### src/sv/fanpwm_pkg.sv
// Shared constants, codes and lookup tables for the fan tacho and PWM controller.
package fanpwm_pkg;

  localparam int unsigned TachoChannels = 24;
  localparam int unsigned PwmChannels   = 4;
  localparam int unsigned MaxCoolState  = 10;

  localparam int unsigned DutyMin = 51;
  localparam int unsigned DutyMax = 255;

  localparam logic [30:0] RpmNum     = 31'd1500000000;
  localparam logic [7:0]  SamplesRst = 8'd44;
  localparam logic [15:0] DividerRst = 16'(283 * 4);
  localparam logic [4:0]  TpdRst     = 5'd0;
  localparam logic [7:0]  FaultRst   = 8'd255;
  localparam logic        ThermEnRst = 1'b1;

  typedef enum logic [2:0] {
    REQ_SPEED     = 3'd0,
    REQ_FAULT     = 3'd1,
    REQ_DUTY_GET  = 3'd2,
    REQ_DUTY_SET  = 3'd3,
    REQ_THERM_SET = 3'd4,
    REQ_THERM_GET = 3'd5
  } req_type_e;

  typedef enum logic [1:0] {
    STAT_OK    = 2'd0,
    STAT_INVAL = 2'd1,
    STAT_UNSUP = 2'd2
  } status_e;

  typedef enum logic [2:0] {
    REG_SAMPLES  = 3'd0,
    REG_DIVIDER  = 3'd1,
    REG_TPD      = 3'd2,
    REG_FAULT    = 3'd3,
    REG_THERM_EN = 3'd4
  } reg_addr_e;

  function automatic logic [255:0][3:0] build_d2st();
    logic [255:0][3:0] t;
    for (int d = 0; d < 256; d++) begin
      t[d] = 4'((d * MaxCoolState + DutyMax / 2) / DutyMax);
    end
    return t;
  endfunction

  function automatic logic [15:0][7:0] build_st2duty();
    logic [15:0][7:0] t;
    for (int s = 0; s < 16; s++) begin
      t[s] = 8'((s * DutyMax + MaxCoolState / 2) / MaxCoolState);
    end
    return t;
  endfunction

  localparam logic [255:0][3:0] D2St    = build_d2st();
  localparam logic [15:0][7:0]  St2Duty = build_st2duty();
  localparam logic [3:0]        UserStateRst = D2St[DutyMin];

endpackage

### src/sv/fan_tach_and_pwm_controller.sv
// Fan tacho speed/fault queries and per-channel PWM cooling state, serial rpm datapath.
// PWM, fault, rejected and fault-coded speed requests finish from the decode state.
// Other speed queries: 5-step drawer divide (tpd nonzero), 11-step bit-serial multiply,
// prep, 31-step restoring divide; an absent drawer or a zero denominator ends early.
// A new start is taken in the done cycle, so requests do not overlap; receiver cannot stall.
// Reset (async, active low) restores register defaults and all channel states.
module fan_tach_and_pwm_controller import fanpwm_pkg::*; #(
  parameter int unsigned PWM_CHANNELS = PwmChannels
) (
  input  logic        clk_i,
  input  logic        rst_ni,
  input  logic        start,
  output logic        busy,
  input  logic [2:0]  req_type_i,
  input  logic [4:0]  channel_i,
  input  logic [9:0]  value_in_i,
  input  logic [7:0]  drawer_presence_i,
  output logic        done_o,
  output logic [30:0] result_value_o,
  output logic [1:0]  status_o,
  output logic        duty_changed_o,
  output logic [7:0]  duty_out_o,
  input  logic        psel,
  input  logic        penable,
  input  logic        pwrite,
  input  logic [4:0]  paddr,
  input  logic [31:0] pwdata,
  output logic [31:0] prdata,
  output logic        pready
);

  localparam int unsigned PwmIdxW = (PWM_CHANNELS > 1) ? $clog2(PWM_CHANNELS) : 1;

  typedef enum logic [2:0] {
    ST_IDLE,
    ST_DECODE,
    ST_DRAWER,
    ST_MUL,
    ST_PREP,
    ST_DIV
  } state_e;

  state_e state_q;

  logic [7:0]  samples_q;
  logic [15:0] divider_q;
  logic [4:0]  tpd_q;
  logic [7:0]  fault_q;
  logic        therm_en_q;

  logic [7:0] duty_q  [PWM_CHANNELS];
  logic [3:0] user_q  [PWM_CHANNELS];
  logic [3:0] therm_q [PWM_CHANNELS];

  logic [2:0] type_q;
  logic [4:0] ch_q;
  logic [9:0] val_q;
  logic [7:0] pres_q;

  logic [4:0]  cnt_q;
  logic [4:0]  drw_q;
  logic [4:0]  drw_rem_q;
  logic [10:0] mq_q;
  logic [26:0] acc_q;
  logic [30:0] num_q;
  logic [26:0] rem_q;

  logic        done_q;
  logic [30:0] result_q;
  logic [1:0]  status_q;
  logic        changed_q;
  logic [7:0]  duty_out_q;

  logic        cfg_wr;
  logic        accept;
  logic [PwmIdxW-1:0] idx;
  logic [7:0]  cur_duty;
  logic [3:0]  cur_user;
  logic [3:0]  cur_therm;
  logic [3:0]  arb_s;
  logic [3:0]  ts_s;
  logic        pwm_bad;
  logic        tacho_bad;

  logic [5:0]  drw_trial;
  logic [5:0]  drw_diff;
  logic        drw_ge;
  logic [26:0] mul_next;
  logic [27:0] div_trial;
  logic [27:0] div_diff;
  logic        div_ge;

  assign cfg_wr = psel & penable & pwrite;
  assign accept = start & ~busy;
  assign busy   = (state_q != ST_IDLE);
  assign pready = 1'b1;

  always_comb begin
    prdata = '0;
    case (reg_addr_e'(paddr[4:2]))
      REG_SAMPLES:  prdata = {24'd0, samples_q};
      REG_DIVIDER:  prdata = {16'd0, divider_q};
      REG_TPD:      prdata = {27'd0, tpd_q};
      REG_FAULT:    prdata = {24'd0, fault_q};
      REG_THERM_EN: prdata = {31'd0, therm_en_q};
      default:      prdata = '0;
    endcase
  end

  assign idx       = ch_q[PwmIdxW-1:0];
  assign cur_duty  = duty_q[idx];
  assign cur_user  = user_q[idx];
  assign cur_therm = therm_q[idx];
  assign arb_s     = D2St[val_q[7:0]];
  assign ts_s      = (cur_user > val_q[3:0]) ? cur_user : val_q[3:0];
  assign pwm_bad   = (32'(ch_q) >= PWM_CHANNELS);
  assign tacho_bad = (32'(ch_q) >= TachoChannels);

  assign drw_trial = {drw_rem_q, drw_q[4]};
  assign drw_diff  = drw_trial - {1'b0, tpd_q};
  assign drw_ge    = (drw_trial >= {1'b0, tpd_q});

  assign mul_next  = {acc_q[25:0], 1'b0} + {11'd0, divider_q & {16{mq_q[10]}}};

  assign div_trial = {rem_q, num_q[30]};
  assign div_diff  = div_trial - {1'b0, acc_q};
  assign div_ge    = (div_trial >= {1'b0, acc_q});

  always_ff @(posedge clk_i or negedge rst_ni) begin
    if (!rst_ni) begin
      samples_q  <= SamplesRst;
      divider_q  <= DividerRst;
      tpd_q      <= TpdRst;
      fault_q    <= FaultRst;
      therm_en_q <= ThermEnRst;
    end else if (cfg_wr) begin
      case (reg_addr_e'(paddr[4:2]))
        REG_SAMPLES:  samples_q  <= pwdata[7:0];
        REG_DIVIDER:  divider_q  <= pwdata[15:0];
        REG_TPD:      tpd_q      <= pwdata[4:0];
        REG_FAULT:    fault_q    <= pwdata[7:0];
        REG_THERM_EN: therm_en_q <= pwdata[0];
        default: ;
      endcase
    end
  end

  always_ff @(posedge clk_i or negedge rst_ni) begin
    if (!rst_ni) begin
      state_q    <= ST_IDLE;
      done_q     <= 1'b0;
      result_q   <= '0;
      status_q   <= STAT_OK;
      changed_q  <= 1'b0;
      duty_out_q <= '0;
      type_q     <= '0;
      ch_q       <= '0;
      val_q      <= '0;
      pres_q     <= '0;
      cnt_q      <= '0;
      drw_q      <= '0;
      drw_rem_q  <= '0;
      mq_q       <= '0;
      acc_q      <= '0;
      num_q      <= '0;
      rem_q      <= '0;
      for (int i = 0; i < PWM_CHANNELS; i++) begin
        duty_q[i]  <= '0;
        user_q[i]  <= UserStateRst;
        therm_q[i] <= '0;
      end
    end else begin
      done_q <= 1'b0;
      case (state_q)
        ST_IDLE: begin
          if (accept) begin
            type_q  <= req_type_i;
            ch_q    <= channel_i;
            val_q   <= value_in_i;
            pres_q  <= drawer_presence_i;
            state_q <= ST_DECODE;
          end
        end
        ST_DECODE: begin
          result_q   <= '0;
          status_q   <= STAT_OK;
          changed_q  <= 1'b0;
          duty_out_q <= '0;
          done_q     <= 1'b1;
          state_q    <= ST_IDLE;
          case (type_q)
            REQ_SPEED, REQ_FAULT: begin
              if (tacho_bad) begin
                status_q <= STAT_INVAL;
              end else if (type_q == REQ_FAULT) begin
                result_q <= {30'd0, (val_q == {2'b00, fault_q})};
              end else if (val_q != {2'b00, fault_q}) begin
                done_q <= 1'b0;
                if (tpd_q != '0) begin
                  drw_q     <= ch_q;
                  drw_rem_q <= '0;
                  cnt_q     <= 5'd4;
                  state_q   <= ST_DRAWER;
                end else begin
                  mq_q    <= 11'(val_q) + 11'(samples_q);
                  acc_q   <= '0;
                  cnt_q   <= 5'd10;
                  state_q <= ST_MUL;
                end
              end
            end
            REQ_DUTY_GET, REQ_DUTY_SET, REQ_THERM_SET, REQ_THERM_GET: begin
              if (pwm_bad) begin
                status_q <= STAT_INVAL;
              end else begin
                duty_out_q <= cur_duty;
                case (type_q)
                  REQ_DUTY_GET: result_q <= {23'd0, cur_duty};
                  REQ_THERM_GET: result_q <= {27'd0, D2St[cur_duty]};
                  REQ_DUTY_SET: begin
                    if ((val_q < 10'(DutyMin)) || (val_q > 10'(DutyMax))) begin
                      status_q <= STAT_INVAL;
                    end else if (therm_en_q) begin
                      user_q[idx] <= arb_s;
                      if (arb_s >= cur_therm) begin
                        therm_q[idx] <= arb_s;
                        duty_q[idx]  <= St2Duty[arb_s];
                        duty_out_q   <= St2Duty[arb_s];
                        changed_q    <= 1'b1;
                      end
                    end else begin
                      duty_q[idx] <= val_q[7:0];
                      duty_out_q  <= val_q[7:0];
                      changed_q   <= 1'b1;
                    end
                  end
                  default: begin
                    if (val_q > 10'(MaxCoolState)) begin
                      status_q <= STAT_INVAL;
                    end else begin
                      therm_q[idx] <= val_q[3:0];
                      duty_q[idx]  <= St2Duty[ts_s];
                      duty_out_q   <= St2Duty[ts_s];
                      changed_q    <= 1'b1;
                    end
                  end
                endcase
              end
            end
            default: status_q <= STAT_UNSUP;
          endcase
        end
        ST_DRAWER: begin
          drw_rem_q <= drw_ge ? drw_diff[4:0] : drw_trial[4:0];
          drw_q     <= {drw_q[3:0], drw_ge};
          cnt_q     <= cnt_q - 5'd1;
          if (cnt_q == '0) begin
            if ((drw_q[3:2] == 2'b00) && pres_q[{drw_q[1:0], drw_ge}]) begin
              result_q   <= '0;
              status_q   <= STAT_OK;
              changed_q  <= 1'b0;
              duty_out_q <= '0;
              done_q     <= 1'b1;
              state_q    <= ST_IDLE;
            end else begin
              mq_q    <= 11'(val_q) + 11'(samples_q);
              acc_q   <= '0;
              cnt_q   <= 5'd10;
              state_q <= ST_MUL;
            end
          end
        end
        ST_MUL: begin
          acc_q <= mul_next;
          mq_q  <= {mq_q[9:0], 1'b0};
          cnt_q <= cnt_q - 5'd1;
          if (cnt_q == '0) begin
            state_q <= ST_PREP;
          end
        end
        ST_PREP: begin
          if (acc_q == '0) begin
            result_q   <= RpmNum;
            status_q   <= STAT_OK;
            changed_q  <= 1'b0;
            duty_out_q <= '0;
            done_q     <= 1'b1;
            state_q    <= ST_IDLE;
          end else begin
            num_q   <= RpmNum + {5'd0, acc_q[26:1]};
            rem_q   <= '0;
            cnt_q   <= 5'd30;
            state_q <= ST_DIV;
          end
        end
        ST_DIV: begin
          rem_q <= div_ge ? div_diff[26:0] : div_trial[26:0];
          num_q <= {num_q[29:0], div_ge};
          cnt_q <= cnt_q - 5'd1;
          if (cnt_q == '0) begin
            result_q   <= {num_q[29:0], div_ge};
            status_q   <= STAT_OK;
            changed_q  <= 1'b0;
            duty_out_q <= '0;
            done_q     <= 1'b1;
            state_q    <= ST_IDLE;
          end
        end
        default: state_q <= ST_IDLE;
      endcase
    end
  end

  assign done_o         = done_q;
  assign result_value_o = result_q;
  assign status_o       = status_q;
  assign duty_changed_o = changed_q;
  assign duty_out_o     = duty_out_q;

endmodule

### config.mk
export PLATFORM = sky130hd
export DESIGN_NAME = fan_tach_and_pwm_controller
export DESIGN_NICKNAME = d
export VERILOG_FILES = /design/src/sv/fanpwm_pkg.sv /design/src/sv/fan_tach_and_pwm_controller.sv
export SDC_FILE = /design/constraint.sdc
export NUM_CORES = 1
export LEC_CHECK = 0
export ABC_AREA = 1
export BUFFER_PORTS_ARGS = -buffer_cell sky130_fd_sc_hd__buf_4
export CAP_MARGIN = 30
export CELL_PAD_IN_SITES_DETAIL_PLACEMENT = 1
export CELL_PAD_IN_SITES_GLOBAL_PLACEMENT = 1
export CORE_UTILIZATION = 41
export CTS_CLUSTER_DIAMETER = 40
export DETAILED_ROUTE_END_ITERATION = 6
export PLACE_DENSITY = 0.86
export SETUP_SLACK_MARGIN = 0.02
export SYNTH_ARGS = -nofsm -noshare
export SYNTH_HDL_FRONTEND = slang
export SYNTH_SLANG_ARGS = --single-unit
### constraint.sdc
create_clock -name clk_i -period 3.1 [get_ports clk_i]
set_clock_uncertainty 0.2 [all_clocks]
set_input_delay 0.62 -clock clk_i [delete_from_list [all_inputs] [get_ports clk_i]]
set_output_delay 0.62 -clock clk_i [all_outputs]
set_load 0.005 [all_outputs]
==> results of run 1 <==
-- state kept, by name (all words and copies together) (netlist names), 8 cells and up --
register,flops
duty_q,32
num_q,31
result_value_o,31
acc_q,27
rem_q,27
divider_q,16
therm_q,16
user_q,16
mq_q,11
val_q,10
duty_out_o,8
fault_q,8
pres_q,8
samples_q,8
-- worst max-delay path: cells and delay by family, from the launching register on --
family                     cells  cell delay, ns
AOI/OAI and AO/OA              4            0.61
adders and majority gates      1            0.31
buffers and inverters          5            0.70
DFF                            1            0.46
and+or+nand+nor                8            1.34
-- where the power goes --
| part | switching [mW] | internal, mW |
|---|---|---|
| combinational | 11.4 | 6.28 |
| sequential | 0.936 | 4.72 |
| clock | 2.30 | 3.76 |
| total | 14.7 | 14.8 |
-- metrics by stage --
| stage | total power [mW] | hold slack [ns] | setup TNS, ns | worst slack [ns] | cell area, µm² |
|---|---|---|---|---|---|
| after floorplan | 14.5 | 0.124 | 0 | 0.0168 | 19000 |
| after global placement | 18.8 | 0.257 | -2.59 | -0.113 | 21300 |
| after detailed placement | 19.5 | 0.271 | -10.50 | -0.262 | 21300 |
| after CTS | 26.9 | 0.0342 | -5.02 | -0.183 | 24100 |
| after global routing | 30.8 | 0.0437 | -36.17 | -0.807 | 24800 |
| final | 29.4 | 0.0502 | -31.82 | -0.724 | 24800 |
-- placed cells by master (no fill, tap or decap), types with 17 or more instances in the layout --
cell type and count:
o21ai_2 30, nand2_2 53, nor2_1 180, nand3_2 19
buf_4 315, nand3_1 116, dfrtp_1 255, o21ai_0 191
o211ai_1 33, inv_1 255, inv_2 30, ha_1 66
nand4_1 26, o22ai_1 25, nand2_1 740, conb_1 17
o21ai_1 24, nor3_1 23, dfstp_2 21, clkbuf_16 55
a21oi_1 140, buf_6 20, xor2_1 29
-- cell type report --
| class | count | area [µm²] |
|---|---|---|
| clock inverter | 36 | 389 |
| timing repair inverter | 2 | 17.5 |
| tap | 600 | 751 |
| sequential | 285 | 7170 |
| fill | 5576 | 20600 |
| clock buffer | 65 | 1430 |
| multi-input combinational | 1938 | 11000 |
| timing repair buffer | 349 | 2860 |
| inverter | 299 | 1180 |
-- layer usage --
layer | vias up | GRT usage (%) | wire length, µm
li1 | 9167 | - | -
met1 | 10416 | 40.0 | 32700
met2 | 1059 | 56.2 | 40300
met3 | 400 | 5.50 | 6350
met4 | 2 | 16.1 | 5360
met5 | - | 0 | 9
-- cells by family (layout without fill, tap and decap cells) --
logic type      Yosys count  in the layout
simple gates           1257           1258
compound gates          521            521
buf+inv                 393            751
flops                   285            285
fa+ha+maj                82             82
xor+xnor                 40             40
mux                      20             20
other cells               2             17
-- worst paths after layout --
check	slack, ns	end	cells after the start
worst min-delay path	0.05	pres_q[2]$_DFFE_PN0P_	2
min in group asynchronous	0.30	num_q[27]$_DFFE_PN0P_	2
max in group asynchronous	1.60	user_q[9]$_DFFE_PN1P_	3
worst max register to register	-0.72	duty_q[15]$_DFFE_PN0P_	18
worst min register to register	0.28	result_value_o[8]$_DFFE_PN0P_	2
worst max-delay path	-0.72	duty_q[15]$_DFFE_PN0P_	18
-- what timing repair did --
item | CTS | global route
pin swaps | 69 | 59
gates cloned | 2 | 1
hold buffers | 1 | 0
setup buffers | 51 | 35
gates resized for setup | 145 | 136
endpoints found under the setup margin | 87 | 169
endpoints found under the hold margin | 38 | 0
==> metrics, run 1 <==
relative slew slack 46.7%; RSZ-0062 raised after global routing true; total number of yosys warnings 0; worst hold path startpoint drawer_presence_i[2]; vias in the first global route 21.9k; f_max roughly 260 MHz; final setup fails 57; Synth Register Bits 285; CTS root buffer clkbuf_16; layout cells sized above 1 25.4%; Initial Util 41.6%; ANT nets after route 0; cell taking the most area after synthesis dfrtp_1; Ant. Diodes 0; Reg2Reg Launch Point val_q[1]$_DFFE_PN0P_; row cnt between 70 and 80; Reg clk slew, reported paths 0.06 ns; Post-Syn Instances 2,600; most frequent cell after synthesis nand2_1; CP max-delay cell dfrtp_2; first-pass GRT wire length roughly 120,000 µm; deepest clock path buffer count 3; dpl cells 3,393; fin. max-slew vios 0; Worst-Skew Late Latency 0.64 ns; Final Critical Period 3.82 ns; Hold WC Path Type input pin to register; # clock sinks 285; Synth area leaders dfrtp_1 35%, nand2_1 16%, o21ai_0 5.6%; Vias/cell 5.89; CP required 3.37 ns; Tightest Pin Transition 0.797 ns; mux cell area share after synthesis 1.13%; Crit. End Element register; critical path startpoint val_q[1]$_DFFE_PN0P_; Top FF cell, synth dfrtp_1; GP Congestion about 0.93; Hold Fails Final Rpt 0; die width 217 µm; WL/cell 23.7 µm; Worst path most repeated cell nand2_2; DRT Pass-1 Iters 6; Compound-Gate Fraction of Synth Area 16.1%; maximum vdd ir drop 0.639 mV; largest family of logic cells by synthesized area simple AND/OR/NAND/NOR gates; simple-gate share of the synthesized area between 20% and 30%; core footprint 45,400 µm²; synthesized area per cell 7.26 µm²; Adder-Cell Fraction of Synth Area under 10%; largest net degree at the start of global routing 75; Synth Area in XOR/XNOR 1.86%; total global routing overflow 0; Die Ht 217 µm; run status finished with violations; initial antenna violation count 1; Max Cap Viol 0; period utilisation layout 123%; Syn Std Cell Area 18,900 µm²; ys async rst share 100%; Post-synth EDFFs 0; Setup CP Type register to register; Synth-to-Final Area Change 31.3%; DPL Wire Length around 52,000 µm; Startpoint Class register; port bufs 110; Cell Chain, Critical Path buf_4 -> nor2_1 -> o21ai_2 -> nand2_2 -> a21oi_2 -> o31ai_4 -> inv_2 -> ha_4 -> nand4_1 -> nand4_1 -> nand2_2 -> nand2_2 -> inv_2 -> nor3_4 -> clkinv_4 -> nor2_8 -> buf_4 -> o21ai_0; H-tree levels 2; Worst path max stage delay around 0.46 ns; Synth top cells by count 806 x nand2_1, 276 x inv_1, 264 x dfrtp_1; Die Footprint 46,900 µm²; CP Data Arrival Time 4.09 ns; Lkg Pwr 12.6 nW; Power per Cell Area 1190 nW/µm²; violated checks negative setup slack; Final Util 54.6%; Final WS setup -0.724 ns; Ports 146; register area share after synthesis a little under two fifths; DRC viols 0; First DRT Iteration DRCs 1,787; CP max FO 8; total CTS buffers 54; post-synth top area share 35.0%; final WL 84,600 µm; non-filler cells, final 3,574; DR vias ~21k; synth unique cells 64; Final #Nets 3,080; Tot GR Track Use approximately a third; CTS tree built
No activity file was read; power rests on OpenSTA's default activity.
==> run 2, diff against run 1 <==
--- a/config.mk
+++ b/config.mk
@@ -6,14 +6,13 @@
 export NUM_CORES = 1
 export LEC_CHECK = 0
 export ABC_AREA = 1
-export BUFFER_PORTS_ARGS = -buffer_cell sky130_fd_sc_hd__buf_4
-export CAP_MARGIN = 30
 export CELL_PAD_IN_SITES_DETAIL_PLACEMENT = 1
 export CELL_PAD_IN_SITES_GLOBAL_PLACEMENT = 1
-export CORE_UTILIZATION = 41
+export CORE_UTILIZATION = 43
 export CTS_CLUSTER_DIAMETER = 40
 export DETAILED_ROUTE_END_ITERATION = 6
-export PLACE_DENSITY = 0.86
+export DONT_BUFFER_PORTS = 1
+export PLACE_DENSITY = 0.85
 export SETUP_SLACK_MARGIN = 0.02
 export SYNTH_ARGS = -nofsm -noshare
 export SYNTH_HDL_FRONTEND = slang
==> metrics, run 2 (synthesis results as in run 1) <==
most frequent cells in the layout 745 x nand2_1, 257 x inv_1, 255 x dfrtp_1 (was 740 x nand2_1, 315 x buf_4, 255 x inv_1, 255 x dfrtp_1, 191 x o21ai_0); H-tree levels 2 (unchanged); DRT Pass-1 Iters 7 (was 6); violated checks negative hold slack, negative setup slack (was negative setup slack); Initial Util 43.7% (was 41.6%); Max Cap Viol 0 (unchanged); initial antenna violation count 2 (was 1); Worst-Skew Late Latency 0.63 ns (was 0.64 ns); hold_ws -0.495 ns (was 0.0502 ns); CP max-delay cell dfrtp_2 (unchanged); final setup fails 76 (was 57); Final Util 55.5% (was 54.6%); relative slew slack 42.4% (was 46.7%); Crit. End Element register (unchanged); CTS root buffer clkbuf_16 (unchanged); run status finished with violations (unchanged); Final WS setup -0.621 ns (was -0.724 ns); critical path's top delay family compound AO/OA/AOI/OAI gates (was simple AND/OR/NAND/NOR gates); total CTS buffers 51 (was 54); DRC viols 0 (unchanged); Startpoint Class register (unchanged); Setup CP Type register to register (unchanged); Tightest Pin Transition 0.860 ns (was 0.797 ns); Tot GR Track Use 32.8% (was 32.9%); Die Ht 212 µm (was 217 µm); area of the multi-input gates 11,000 µm² (about the same); Power per Cell Area 1200 nW/µm² (was 1190 nW/µm²); DR vias 20.5k (was 21.0k); core footprint 43,200 µm² (was 45,400 µm²); CP required 3.42 ns (was 3.37 ns); f_max 269 MHz (was 261 MHz); Vias/cell 5.96 (was 5.89); # clock sinks 285 (unchanged); Die Footprint 44,800 µm² (was 46,900 µm²); Cell Chain, Critical Path nor2_4 -> a22oi_2 -> nand3_2 -> inv_2 -> ha_4 -> inv_2 -> a21oi_4 -> o21ai_4 -> nand2_4 -> nand2_1 -> o21ai_4 -> inv_4 -> o211ai_1 -> nand2_2 -> o21ai_1 -> nand2_1 -> nand2_1 (was buf_4 -> nor2_1 -> o21ai_2 -> nand2_2 -> a21oi_2 -> o31ai_4 -> inv_2 -> ha_4 -> nand4_1 -> nand4_1 -> nand2_2 -> nand2_2 -> inv_2 -> nor3_4 -> clkinv_4 -> nor2_8 -> buf_4 -> o21ai_0); Synth-to-Final Area Change 26.8% (was 31.3%); GP Congestion 0.925 (was 0.929); CTS tree built (unchanged); Ports 146 (unchanged); Lkg Pwr 11.9 nW (was 12.6 nW); first-pass GRT wire length 115,000 µm (was 121,000 µm); post-placement setup slack -0.390 ns (was -0.262 ns); layout cells sized above 1 20.7% (was 25.4%); most common cell after layout, fill and taps aside nand2_1 (unchanged); Worst path most repeated cell nand2_1 (was nand2_2); worst path bufs/invs 3 (was 5); final WL 83,300 µm (was 84,600 µm); fillcell total 5,304 (was 5,576); Hold Fails Final Rpt 285 (was 0); Worst path max stage delay 0.57 ns (was 0.46 ns); total global routing overflow 0 (unchanged); fin. max-slew vios 0 (unchanged); First DRT Iteration DRCs 1,765 (was 1,787); hold buffer count at CTS 34 (was 1); WL/cell 24.3 µm (was 23.7 µm); row cnt 76 (was 78); Most flops, register duty_q (unchanged); largest net degree at the start of global routing 286 (was 75); DPL Wire Length 50,100 µm (was 52,200 µm); CP max FO 5 (was 8); deepest clock path buffer count 3 (unchanged); Reg area 7170 µm² (unchanged); vias in the first global route 20.9k (was 21.9k); Hold WC Path Type input pin to async pin (was input pin to register); maximum vdd ir drop 0.835 mV (was 0.639 mV); ANT nets after route 0 (unchanged); Reg clk slew, reported paths 0.06 ns (about the same); Final Critical Period 3.72 ns (was 3.82 ns); CP Data Arrival Time 4.04 ns (was 4.09 ns); RSZ-0062 raised after global routing true (unchanged); port bufs 0 (was 110); Total Power 28.8 mW (was 29.4 mW); period utilisation layout 120% (was 123%); max reg flops 32 (unchanged); die width 212 µm (was 217 µm); Final #Nets 2,954 (was 3,080)
run 2: cell types whose count changed in the layout (fill, tap and decap cells not counted), sizes merged:
cell         before  now
diode             0    2
clkbuf           65   60
bufinv            5    6
buf             348  191
dlygate4sd3       1   34
clkinv           20   12
inv             307  314
nor2            211  210
clkinvlp          5    7
run 2: where the power goes:
part / internal [mW] / switching (mW)
clock network: 3.70 / 2.38
logic: 5.86 / 11.1
registers: 4.72 / 0.973
run 2: final timing paths:
| kind | startpoint | end | slack, ns | cells past startpoint |
|---|---|---|---|---|
| worst max register to register | ch_q[1]$_DFFE_PN0P_ | duty_q[27]$_DFFE_PN0P_ | -0.62 | 17 |
| min in group clk_i | pwdata[1] | fault_q[1]$_DFFE_PN1P_ | 0.03 | 2 |
| worst min register to register | divider_q[10]$_DFFE_PN1P_ | divider_q[10]$_DFFE_PN1P_ | 0.28 | 2 |
| max in group asynchronous | rst_ni | acc_q[8]$_DFFE_PN0P_ | 2.74 | 0 |
| worst min-delay path | rst_ni | pres_q[4]$_DFFE_PN0P_ | -0.50 | 0 |
| worst max-delay path | ch_q[1]$_DFFE_PN0P_ | duty_q[27]$_DFFE_PN0P_ | -0.62 | 17 |
run 2: metrics by stage:
step | setup TNS, ns | hold WS (ns) | cell area (µm²) | instances
5_1_grt | -32.26 | -0.505 | 23900 | 3431
2_1_floorplan | 0 | 0.124 | 19000 | 2615
3_5_place_dp | -13.30 | 0.137 | 20200 | 3243
4_1_cts | -4.86 | -0.519 | 22900 | 3396
6_report | -28.44 | -0.495 | 23900 | 3433
3_3_place_gp | -7.22 | 0.135 | 20200 | 3243
run 2: per-layer routing:
metal  global-route usage (%)  wire [µm]  vias to the layer above  part of all wire [%]
li1                         -          -                     8901                     -
met3                     5.74       6210                      418                   7.5
met2                     57.6      40100                     1036                    48
met4                     17.6       5970                        4                   7.2
met5                        0         69                        -                 0.083
met1                     38.0      31000                    10102                    37
run 2: area by class of cell:
class | instances | area share, %
diodes | 2 | 0.0209
repair buffers | 227 | 8.49
inverters | 299 | 4.92
repair inverters | 2 | 0.0732
clock buffers | 58 | 5.57
clock inverters | 38 | 2.02
multi-input cells | 1937 | 45.9
well taps | 585 | 3.06
flip-flops and latches | 285 | 29.9
run 2: timing repair:
action | in CTS | in global routing
setup endpoints to repair | 85 | 161
endpoints found under the hold margin | 322 | 285
resized for setup | 94 | 192
pin swaps | 44 | 76
cloned | 0 | 4
setup buffers | 23 | 35
